`src/hdl/mlz_pkg.sv`:
```
// mlz_pkg: shared widths, register indexes and types for the z-spectrum evaluator
// no dependencies; used by the csr block, the lanes and the top level
`timescale 1ns / 1ps

package mlz_pkg;

   localparam int FREQ_W  = 32;
   localparam int WIDTH_W = 31;
   localparam int AMP_W   = 20;
   localparam int OUT_W   = 20;
   localparam int BW_W    = 31;
   localparam int CNT_W   = 2;
   localparam int MASK_W  = 3;
   localparam int ADDR_W  = 5;
   localparam int DATA_W  = 32;
   localparam int LINE_W  = 21;
   localparam int SUM_W   = 23;
   localparam int DEN_W   = 47;
   localparam int Q_W     = 17;

   // lane pipeline: 9 arithmetic stages, one divider stage per quotient bit, product, sign
   localparam int DIV_FIRST   = 9;
   localparam int LANE_STAGES = DIV_FIRST + Q_W + 2;
   localparam int PIPE_STAGES = LANE_STAGES + 2;

   localparam logic signed [OUT_W-1:0] OUT_MAX = 20'sh7FFFF;
   localparam logic signed [OUT_W-1:0] OUT_MIN = 20'sh80000;

   // register indexes (byte address divided by four)
   localparam logic [2:0] REG_REF_LEVEL = 3'd0;
   localparam logic [2:0] REG_ADD_MODE  = 3'd1;
   localparam logic [2:0] REG_PULSE_BW  = 3'd2;
   localparam logic [2:0] REG_BAND_MASK = 3'd3;
   localparam logic [2:0] REG_POOL_CNT  = 3'd4;

   typedef struct packed {
      logic signed [OUT_W-1:0] ref_level;
      logic                    add_mode;
      logic [BW_W-1:0]         pulse_bw;
      logic [MASK_W-1:0]       band_mask;
      logic [CNT_W-1:0]        pool_cnt;
   } cfg_type;

   typedef struct packed {
      logic signed [FREQ_W-1:0] offset;
      logic [WIDTH_W-1:0]       fwhm;
      logic signed [AMP_W-1:0]  amp;
   } pool_type;

endpackage

```
`src/hdl/mlz_csr.sv`:
```
// mlz_csr: apb register block holding the evaluator configuration
// depends on mlz_pkg
`timescale 1ns / 1ps

module mlz_csr
   import mlz_pkg::*;
(
   input  logic              clock,
   input  logic              reset,
   input  logic              psel,
   input  logic              penable,
   input  logic              pwrite,
   input  logic [ADDR_W-1:0] paddr,
   input  logic [DATA_W-1:0] pwdata,
   output logic [DATA_W-1:0] prdata,
   output logic              pready,
   output cfg_type           cfg
);

   cfg_type    cfg_ff, cfg_in;
   logic [2:0] reg_idx;
   logic       wr_en;

   assign pready  = 1'b1;
   assign reg_idx = paddr[ADDR_W-1:2];
   assign wr_en   = psel && penable && pwrite;

   // register write decode
   always_comb begin
      cfg_in = cfg_ff;
      if (wr_en) begin
         case (reg_idx)
            REG_REF_LEVEL: cfg_in.ref_level = pwdata[OUT_W-1:0];
            REG_ADD_MODE:  cfg_in.add_mode  = pwdata[0];
            REG_PULSE_BW:  cfg_in.pulse_bw  = pwdata[BW_W-1:0];
            REG_BAND_MASK: cfg_in.band_mask = pwdata[MASK_W-1:0];
            REG_POOL_CNT:  cfg_in.pool_cnt  = pwdata[CNT_W-1:0];
            default:       cfg_in = cfg_ff;
         endcase
      end
   end

   always_ff @(posedge clock) begin
      if (reset) begin
         cfg_ff.ref_level <= 20'sh10000;
         cfg_ff.add_mode  <= 1'b0;
         cfg_ff.pulse_bw  <= '0;
         cfg_ff.band_mask <= '0;
         cfg_ff.pool_cnt  <= CNT_W'(1);
      end else begin
         cfg_ff <= cfg_in;
      end
   end

   // read mux
   always_comb begin
      case (reg_idx)
         REG_REF_LEVEL: prdata = {{(DATA_W-OUT_W){1'b0}}, cfg_ff.ref_level};
         REG_ADD_MODE:  prdata = {{(DATA_W-1){1'b0}}, cfg_ff.add_mode};
         REG_PULSE_BW:  prdata = {{(DATA_W-BW_W){1'b0}}, cfg_ff.pulse_bw};
         REG_BAND_MASK: prdata = {{(DATA_W-MASK_W){1'b0}}, cfg_ff.band_mask};
         REG_POOL_CNT:  prdata = {{(DATA_W-CNT_W){1'b0}}, cfg_ff.pool_cnt};
         default:       prdata = '0;
      endcase
   end

   assign cfg = cfg_ff;

endmodule

```
`config.mk`:
```
export PLATFORM = sky130hd
export DESIGN_NAME = mlz_csr
export DESIGN_NICKNAME = d
export VERILOG_FILES = /design/src/hdl/mlz_pkg.sv /design/src/hdl/mlz_csr.sv
export SDC_FILE = /design/constraint.sdc
export NUM_CORES = 1
export LEC_CHECK = 0
export BUFFER_PORTS_ARGS = -buffer_cell sky130_fd_sc_hd__buf_2
export CELL_PAD_IN_SITES_DETAIL_PLACEMENT = 1
export CELL_PAD_IN_SITES_GLOBAL_PLACEMENT = 2
export CORE_ASPECT_RATIO = 0.9
export CORE_MARGIN = 2
export CORE_UTILIZATION = 29
export DETAILED_ROUTE_END_ITERATION = 8
export HOLD_SLACK_MARGIN = 0.08
export PLACE_DENSITY_LB_ADDON = 0.3
export SYNTH_ARGS = -nofsm -noshare
export SYNTH_HDL_FRONTEND = slang
export SYNTH_SLANG_ARGS = --single-unit
export TNS_END_PERCENT = 30
```
`constraint.sdc`:
```
create_clock -name clock -period 3.65 [get_ports clock]
set_input_delay 0.5475 -clock clock [delete_from_list [all_inputs] [get_ports clock]]
set_output_delay 0.5475 -clock clock [all_outputs]
set_load 0.02 [all_outputs]
```
==> Implementation_results.wiki, run 1 <==
{| class="wikitable"
! Metric !! Value
|-
| Max FFs per register || 57
|-
| Clock edge transition at the registers on the reported setup and hold paths || around 0.060 ns
|-
| Overall Power || 1.31 mW
|-
| Overall die area || about 11000 sq um
|-
| Count of flip-flops with a built-in enable after synthesis || 0
|-
| Top cells by area in the synthesized netlist || dfxtp_1, mux2i_1, nand2b_1, a22o_1, and2_1
|-
| Gate count of the mapped netlist || ~290
|-
| Clock root buffer || clkbuf_8
|-
| Max IR drop VDD || 0.000135 V
|-
| Cell Rows || 34
|-
| Count of buffers from port buffering || approximately 130
|-
| Reg2reg setup slack || 3.00 ns
|-
| Proportion of netlist area held by the largest area contributor || 40.6%
|-
| Share of final-layout standard cells stronger than drive strength 1 || a little over a third
|-
| Layout fillers || 1160
|-
| Placed instance area || 3490 sq um
|-
| Library cell with the highest instance count after synthesis || nand2b_1
|-
| Setup skew after layout || 0 ns
|-
| Max-cap violation count || 0
|-
| Rel. slew slack || 22.1%
|-
| First-pass GRT wire length || 12200 um
|-
| Setup TNS || 0 ns
|-
| Synth Register Bits || 57
|-
| Commonest cells in the synthesized netlist || nand2b_1, mux2i_1, dfxtp_1
|-
| Clk sinks || 57
|-
| Initial DRC count || 62
|-
| Critical Path End Type || primary output
|-
| Maximum root-to-sink buffer count || 2
|-
| Pre-Repair DR Iteration Count || 4
|-
| Pin count of the biggest net entering global routing || 91
|-
| Post-CTS Setup Bufs || 0
|-
| Data required, critical path || 3.10 ns
|-
| Maximum fanout along the worst path || 13
|-
| X dimension of the die || roughly 110 um
|-
| Count of unresolved DRC violations after routing || 0
|-
| Yosys warns || 0
|-
| Deepest level of the CTS H-tree || 3
|-
| Effective utilization at floorplan || just under 30%
|-
| Setup repair after global routing missed its margin || no
|-
| Antenna diode count || 0
|-
| Crit share post-route || 67.5%
|-
| DR vias/cell || 4.53
|-
| Share of the yosys chip area belonging to registers || 40.6%
|-
| Start-to-end type of the worst setup path || input pin to primary output
|-
| Insertion delay to the later sink of the worst-skew pair || 0.33 ns
|-
| Number of buffers inserted for hold repair after clock tree synthesis || 0
|-
| Post-layout minimum cycle time || about 2.5 ns
|-
| FF+latch area || between 1000 and 1500 sq um
|-
| Total via count after detailed routing || between 2000 and 2500
|-
| Number of max-slew violations in the final report || 0
|-
| Area of combinational cells with multiple inputs || 1540 sq um
|-
| Post-DR wirelength/cell || 14.4 um
|-
| Data arrival time at the worst-slack endpoint || between 1.5 and 2 ns
|-
| Floorplan Core Area || 9570 sq um
|-
| Leakage dissipation || between 1.5 and 2 nW
|-
| Clock tree from TritonCTS || yes
|-
| Die height || 97.4 um
|-
| Class of the tightest hold or removal check || input pin to flip-flop
|-
| Remaining antenna violation count after routing || 0
|-
| Most common flop cell mapped by yosys || dfxtp_1
|-
| Net count reported at finish || approximately 440
|-
| Post-route standard cell area excluding fillers || roughly 3700 sq um
|-
| Cts bufs inserted || 9
|-
| Power density cells || 355 nW/um^2
|-
| Post-detail-place hpwl || 5240 um
|-
| Count of unique library cells instantiated by Yosys || 25
|-
| Avg Cell Area, Syn || 9.83 sq um
|-
| Via count of the first global-routing pass || 2385
|-
| Antenna violations before repair || 0
|-
| Number of hold violations in the final report || 0
|-
| Cts repair resizes || 0
|-
| Outcome || finished, final reports clean
|-
| Number of setup violations in the final report || 0
|-
| Netlist area before placement || 2810 sq um
|-
| Number of nets produced by synthesis || 328
|-
| Highest clock frequency the design can meet || 406 MHz
|-
| Final wirelength || 7640 um
|-
| Count of pins on the block boundary || 132
|-
| Fraction of registers with async set or reset after synthesis || 0%
|-
| Util after Layout || 38.5%
|-
| Startpoint type of the worst setup path || input pin
|-
| Routability-driven placement congestion ratio || 0.683
|-
| Global route overflow || 0
|-
| Slew at the pin closest to its max-slew limit || 1.17 ns
|-
| Area growth, synth to finish || 30.9%
|-
| Cell accounting for the most synthesized area || dfxtp_1
|-
| GR Util All Layers || 14.8%
|}
==> critical path: stages <==
cell,delay [ns]
buf_2,0.24
nor2b_1,0.35
nor2b_2,0.22
buf_4,0.23
a22o_1,0.15
buf_2,0.17
==> power breakdown <==
group          switching [mW]  internal (mW)  total [mW]
registers             0.00358          0.627       0.630
clock network           0.252          0.319       0.571
logic                  0.0583         0.0494       0.108
==> routing by layer <==
| metal | global-route usage, % | up-vias | wire [um] |
|---|---|---|---|
| met3 | 5.30 | 9 | 479 |
| li1 | - | 1186 | - |
| met1 | 19.0 | 1145 | 3500 |
| met4 | 4.44 | 0 | 89 |
| met5 | 0 | - | 0 |
| met2 | 23.3 | 71 | 3570 |
==> per-stage QoR <==
| step | std cells | hold slack [ns] | worst slack, ns |
|---|---|---|---|
| after global routing | 532 | 0.464 | 1.01 |
| after global placement | 516 | 0.468 | 1.19 |
| after floorplan | 286 | 0.554 | 1.45 |
| final | 532 | 0.470 | 1.19 |
| after detailed placement | 516 | 0.479 | 1.17 |
| after CTS | 532 | 0.453 | 1.16 |
==> path summary, 6_finish.rpt <==
path	cells past startpoint	to	start
min	3	cfg[34]	pwdata[29]
min reg2reg	2	cfg[35]	cfg[35]
max	6	prdata[16]	paddr[3]
max reg2reg	2	cfg[5]	cfg[5]
==> kinds of logic (layout without fill, tap and decap cells) <==
group | Yosys count | count (layout) | synth area share (%)
AO/OA/AOI/OAI | 23 | 23 | 6.67
buffers and inverters | 25 | 145 | 4.89
flip-flops | 57 | 57 | 40.6
multiplexers | 61 | 61 | 21.7
other | 2 | 2 | 0.267
AND/OR/NAND/NOR | 118 | 118 | 25.9
==> layout by cell type (no fill, tap or decap) <==
master       n
and2_1      12
clkbuf_1     1
conb_1       2
and3b_2      1
nor2_1       6
nor2b_1      1
buf_4        3
a22o_1      17
a21oi_1      2
a2bb2oi_1    1
clkbuf_8    13
o21a_1       2
nor2b_2      1
nand4_1      1
dfxtp_1     57
nand2_1      1
o21ai_0      1
clkinv_2     2
buf_2      126
nor3_2       1
nand2b_1    86
nor3_1       1
nand3_1      3
or2_2        1
nand3b_1     2
mux2i_1     61
and4b_1      1
==> cell type report <==
type,instances,area share (%)
Multi-Input combinational cell,204,41.8
Sequential cell,57,31.0
Timing Repair Buffer,129,17.7
Clock buffer,14,4.96
Tap cell,126,4.28
Clock inverter,2,0.272
No activity file was read; power rests on OpenSTA's default activity.
==> run 2: changes to the inputs <==
CORE_UTILIZATION = 26   (was 29)
clock period = 2.3 ns   (was 3.65 ns; I/O delays follow)
==> Implementation_results.wiki, run 2 (synthesis results as in run 1) <==
{| class="wikitable"
! Metric !! Value
|-
| Maximum root-to-sink buffer count || 2 (unchanged)
|-
| Maximum fanout along the worst path || 13 (unchanged)
|-
| Global route overflow || 0 (unchanged)
|-
| Routability-driven placement congestion ratio || 0.679 (-0.63%)
|-
| Data arrival time at the worst-slack endpoint || 1.60 ns (-0.32 ns)
|-
| Critical Path End Type || primary output
|-
| Clock tree from TritonCTS || yes
|-
| Pin count of the biggest net entering global routing || 58 (-36%)
|-
| First-pass GRT wire length || 12800 um (+4.3%)
|-
| Slew at the pin closest to its max-slew limit || 0.500 ns (-0.669 ns)
|-
| Placed instance area || 3560 sq um (+2.0%)
|-
| Most used cells in the layout excluding fill and tap cells || buf_2, nand2b_1, mux2i_1, dfxtp_1, a22o_1
|-
| Highest cell delay on the worst timing path || 0.29 ns (-0.06 ns)
|-
| GR Util All Layers || 14.1% (-0.73 points)
|-
| FF-to-FF Start || cfg[3]
|-
| Crit share post-route || between 80% and 90%
|-
| Cell with the most instances on the worst path || buf_2
|-
| Total via count after detailed routing || 2457 (+1.9%)
|-
| Setup repair after global routing missed its margin || no
|-
| Layout fillers || 1264 (+9.0%)
|-
| Total buffers and inverters traversed by the critical path || 3 (unchanged)
|-
| Leakage dissipation || 1.90 nW (+5.0%)
|-
| Net count reported at finish || 448 (+1.1%)
|-
| Number of max-slew violations in the final report || 0 (unchanged)
|-
| Setup TNS || 0 ns (unchanged)
|-
| Antenna violations before repair || 0 (unchanged)
|-
| Number of hold violations in the final report || 0 (unchanged)
|-
| Max FFs per register || 57 (unchanged)
|-
| Terminus of the critical flop-to-flop path || cfg[3]
|-
| X dimension of the die || 114 um (+5.4%)
|-
| Class of the tightest hold or removal check || input pin to flip-flop
|-
| Initial DRC count || 59 (-4.8%)
|-
| Pre-Repair DR Iteration Count || 4 (unchanged)
|-
| Count of buffers from port buffering || 126 (unchanged)
|-
| Number of setup violations in the final report || 0 (unchanged)
|-
| Family with the most delay on the worst path || buffers and inverters
|-
| Post-DR wirelength/cell || 14.9 um (+3.7%)
|-
| Origin of the worst setup path || paddr[4]
|-
| Start point of the worst min-delay path || pwdata[27]
|-
| Count of pins on the block boundary || 132 (unchanged)
|-
| Cell with the largest stage delay on the worst path || nor2b_1
|-
| Floorplan Core Area || 10700 sq um (+12%)
|-
| Overall Power || 2.64 mW (+100%)
|-
| Outcome || finished, final reports clean
|-
| Antenna diode count || 0 (unchanged)
|-
| Max-cap violation count || 0 (unchanged)
|-
| Overall die area || 11700 sq um (+11%)
|-
| DR vias/cell || 4.52 (-0.34%)
|-
| Startpoint type of the worst setup path || input pin
|-
| Post-CTS Setup Bufs || 0 (unchanged)
|-
| Reg2reg path depth || 2 (unchanged)
|-
| Count of unresolved DRC violations after routing || 0 (unchanged)
|-
| Rel. slew slack || 66.6% (+44 points)
|-
| Deepest level of the CTS H-tree || 3 (unchanged)
|-
| Clock root buffer || clkbuf_16
|-
| Cts repair resizes || 0 (unchanged)
|-
| Most common cell after layout, fill and taps aside || buf_2
|-
| Power density cells || 678 nW/um^2 (+91%)
|-
| Post-detail-place hpwl || 5710 um (+8.9%)
|-
| Worst-case hold path end point || cfg[32]
|-
| Area growth, synth to finish || 38.3%
|-
| Effective utilization at floorplan || 26.3% (-3.0 points)
|-
| Die height || 103 um (+5.4%)
|-
| Number of buffers inserted for hold repair after clock tree synthesis || 0 (unchanged)
|-
| Start-to-end type of the worst setup path || input pin to primary output
|-
| Reg2reg setup slack || 1.64 ns (-1.36 ns)
|-
| Highest clock frequency the design can meet || approximately 500 MHz
|-
| Clk sinks || 57 (unchanged)
|-
| Clock edge transition at the registers on the reported setup and hold paths || 0.05 ns (about the same)
|-
| Hold slack || 0.288 ns (-0.182 ns)
|-
| Util after Layout || 36.5% (-2.0 points)
|-
| Post-layout minimum cycle time || between 1.5 and 2 ns
|-
| Insertion delay to the later sink of the worst-skew pair || 0.32 ns (about the same)
|-
| Remaining antenna violation count after routing || 0 (unchanged)
|-
| Max IR drop VDD || 0.000331 V (+150%)
|-
| Number of stages on the worst hold path || 3 (unchanged)
|-
| Share of final-layout standard cells stronger than drive strength 1 || 37.5% (+1.0 points)
|-
| Post-route standard cell area excluding fillers || 3890 sq um (+5.7%)
|-
| Final wirelength || 8100 um (+6.0%)
|-
| Via count of the first global-routing pass || 2430 (+1.9%)
|-
| Cell Rows || 36 (+5.9%)
|-
| Setup skew after layout || 0 ns (unchanged)
|-
| Cts bufs inserted || 9 (unchanged)
|-
| Chain of cells forming the critical path || buf_2, nor2b_1, nor2b_2, buf_4, a22o_1, buf_2
|-
| Data required, critical path || 1.96 ns (-1.14 ns)
|}
[run 2: metrics by stage]
step	setup slack, ns	cells
finish	0.350	544
global route	0.232	544
global placement	0.335	528
detailed placement	0.312	528
floorplan	0.503	286
CTS	0.311	544
[run 2: how the worst max path moves through the flow]
stage                     cells after the start         end  slack (ns)
final                                         6   prdata[5]        0.35
after global routing                          6   prdata[5]        0.23
after CTS                                     6   prdata[5]        0.31
after detailed placement                      6   prdata[5]        0.31
after global placement                        6   prdata[5]        0.33
after floorplan                               6  prdata[20]        0.50
[run 2: where the power goes]
group | internal [mW] | total [mW] | switching (mW)
sequential | 0.996 | 1.00 | 0.00571
combinational | 0.0823 | 0.177 | 0.0942
clock | 1.00 | 1.46 | 0.457
[run 2: worst min-delay path, stage by stage]
cell and delay, ns:
buf_2 0.10, nand2b_1 0.05, mux2i_1 0.06
[run 2: cell type report]
cell class	instances	area [sq um]	area share, %
multi-input cells	204	1540	39.5
flip-flops and latches	57	1140	29.3
repair buffers	134	716	18.4
clock buffers	11	253	6.50
well taps	133	166	4.28
clock inverters	5	77.6	1.99
[run 2: routing by layer]
metal  wire length [um]  GRT usage, %  part of all wire (%)  vias up
li1                   -             -                     -     1204
met1               3840          18.7                    47     1174
met2               3770          22.2                    47       69
met3                354          3.06                   4.4       10
met4                136          6.19                   1.7        0
met5                  0             0                     0        -
==> run 3: changes to the inputs <==
clock period = 1.9 ns   (was 2.3 ns; I/O delays follow)
==> Implementation_results.wiki, run 3 (synthesis results as in run 1) <==
{| class="wikitable"
! Metric !! Value
|-
| Class of the tightest hold or removal check || input pin to flip-flop
|-
| Clock edge transition at the registers on the reported setup and hold paths || 0.05 ns (about the same)
|-
| Sequential share of power || 39.0% (+1.0 points)
|-
| Data arrival time at the worst-slack endpoint || 1.37 ns (-0.23 ns)
|-
| Post-DR wirelength/cell || 14.4 um (-3.1%)
|-
| Maximum fanout along the worst path || 28 (+15)
|-
| Relative contribution of the clock network to total power || 53.9% (-1.4 points)
|-
| Most common cell after layout, fill and taps aside || buf_2
|-
| Global route overflow || 0 (unchanged)
|-
| Pin count of the biggest net entering global routing || 35 (-40%)
|-
| Number of max-slew violations in the final report || 0 (unchanged)
|-
| Most used cells in the layout excluding fill and tap cells || buf_2, nand2b_1, mux2i_1, dfxtp_1, a22o_1
|-
| Cts bufs inserted || 9 (unchanged)
|-
| Worst-case hold path end point || cfg[34]
|-
| Routability-driven placement congestion ratio || 0.687 (+1.2%)
|-
| Area growth, synth to finish || 39.3%
|-
| Outcome || finished, final reports clean
|-
| X dimension of the die || 114 um (unchanged)
|-
| Highest clock frequency the design can meet || ~600 MHz
|-
| Die height || 103 um (unchanged)
|-
| Total internal power || 2.46 mW (+18%)
|-
| Cts repair resizes || 0 (unchanged)
|-
| Antenna violations before repair || 0 (unchanged)
|-
| Share of final-layout standard cells stronger than drive strength 1 || 37.9% (+0.45 points)
|-
| Critical Path End Type || primary output
|-
| Number of hold violations in the final report || 0 (unchanged)
|-
| Number of buffers inserted for hold repair after clock tree synthesis || 0 (unchanged)
|-
| Power density cells || 794 nW/um^2 (+17%)
|-
| Setup skew after layout || 0 ns (unchanged)
|-
| Max-cap violation count || 0 (unchanged)
|-
| Layout fillers || 1258 (-0.47%)
|-
| Reg2reg path depth || 2 (unchanged)
|-
| Post-layout minimum cycle time || 1.65 ns
|-
| Share of total power in combinational logic || 7.1% (+0.4 points)
|-
| Net switching power || 0.654 mW (+17%)
|-
| First-pass GRT wire length || 12500 um (-2.5%)
|-
| Antenna diode count || 0 (unchanged)
|-
| Initial DRC count || 52 (-12%)
|-
| Effective utilization at floorplan || 26.3% (unchanged)
|-
| Max FFs per register || 57 (unchanged)
|-
| Overall die area || 11700 sq um (unchanged)
|-
| Number of stages on the worst hold path || 3 (unchanged)
|-
| Count of buffers from port buffering || 126 (unchanged)
|-
| Hold slack || 0.234 ns (-0.0543 ns)
|-
| Start point of the worst min-delay path || pwdata[29]
|-
| Pre-Repair DR Iteration Count || 4 (unchanged)
|-
| Count of pins on the block boundary || 132 (unchanged)
|-
| Total via count after detailed routing || 2461 (+0.16%)
|-
| Setup TNS || 0 ns (unchanged)
|-
| Setup repair after global routing missed its margin || no
|-
| Net count reported at finish || 452 (+0.89%)
|-
| DR vias/cell || 4.50 (-0.39%)
|-
| Count of unresolved DRC violations after routing || 0 (unchanged)
|-
| Remaining antenna violation count after routing || 0 (unchanged)
|-
| Terminus of the critical flop-to-flop path || cfg[46]
|-
| Clock root buffer || clkbuf_16
|-
| Maximum root-to-sink buffer count || 2 (unchanged)
|-
| Startpoint type of the worst setup path || input pin
|-
| Deepest level of the CTS H-tree || 3 (unchanged)
|-
| Insertion delay to the later sink of the worst-skew pair || 0.31 ns (about the same)
|-
| Final wirelength || 7890 um (-2.6%)
|-
| Proportion of total power due to net switching || 21.0% (-0.12 points)
|-
| Via count of the first global-routing pass || 2420 (-0.41%)
|-
| Reg2reg setup slack || 1.27 ns (-0.37 ns)
|-
| Post-detail-place hpwl || 5700 um (about the same)
|-
| GR Util All Layers || 13.6% (-0.47 points)
|-
| Crit share post-route || 87.0%
|-
| Leakage dissipation || 1.92 nW (+0.90%)
|-
| Start-to-end type of the worst setup path || input pin to primary output
|-
| Max IR drop VDD || 0.000374 V (+13%)
|-
| Clock tree from TritonCTS || yes
|-
| Number of setup violations in the final report || 0 (unchanged)
|-
| Data required, critical path || 1.62 ns (-0.34 ns)
|-
| Floorplan Core Area || 10700 sq um (unchanged)
|-
| FF-to-FF Start || cfg[46]
|-
| Post-CTS Setup Bufs || 0 (unchanged)
|-
| Clk sinks || 57 (unchanged)
|-
| Cell Rows || 36 (unchanged)
|}
[run 3: cell types whose count changed in the layout (fill, tap and decap cells not counted), sizes merged]
cell and delta:
clkbuf +2, clkinvlp -1, clkinv -1, bufinv -1
buf +4
[run 3: layout make-up]
type	count	area [sq um]	area share [%]
clock buffer	13	280	7.15
clock inverter	2	35.0	0.894
multi-input combinational	204	1540	39.2
sequential	57	1140	29.1
tap	133	166	4.25
timing repair buffer	138	758	19.3
[run 3: worst max-delay path by stage]
stage                   from          to  cells past startpoint
finish              paddr[3]   prdata[5]                      6
global route        paddr[3]   prdata[5]                      6
global placement    paddr[3]   prdata[5]                      6
detailed placement  paddr[3]   prdata[5]                      6
floorplan           paddr[4]  prdata[20]                      6
CTS                 paddr[3]   prdata[5]                      6
[run 3: critical path, stage by stage]
cell     delay [ns]
buf_2          0.16
nor2b_1        0.17
nor2b_2        0.20
buf_12         0.20
a22o_1         0.16
buf_2          0.18
[run 3: per-layer routing]
metal,GRT usage [%],part of all wire (%),up-vias,wire length (um)
met2,22.4,48,70,3750
li1,-,-,1206,-
met5,0,0,-,0
met1,17.9,46,1177,3660
met3,3.64,5.0,8,393
met4,3.47,1.0,0,80
[run 3: power by group through the flow]
stage                     Combinational [mW]  Clock (mW)  Sequential (mW)
after detailed placement               0.225           0             1.24
final                                  0.221        1.68             1.21
after global placement                 0.220           0             1.24
after CTS                              0.226        1.73             1.21
after floorplan                        0.124           0             1.25
after global routing                   0.245        1.77             1.21
[run 3: metrics by stage]
| stage | total power, mW | cells | worst slack, ns | area (sq um) | util, % |
|---|---|---|---|---|---|
| floorplan | 1.37 | 286 | 0.223 | 2810 | - |
| global placement | 1.46 | 532 | 0.268 | 3600 | 33.8 |
| detailed placement | 1.46 | 532 | 0.229 | 3600 | 33.8 |
| CTS | 3.17 | 547 | 0.226 | 3920 | 36.7 |
| global route | 3.23 | 547 | 0.154 | 3920 | 36.7 |
| finish | 3.11 | 547 | 0.247 | 3920 | 36.7 |
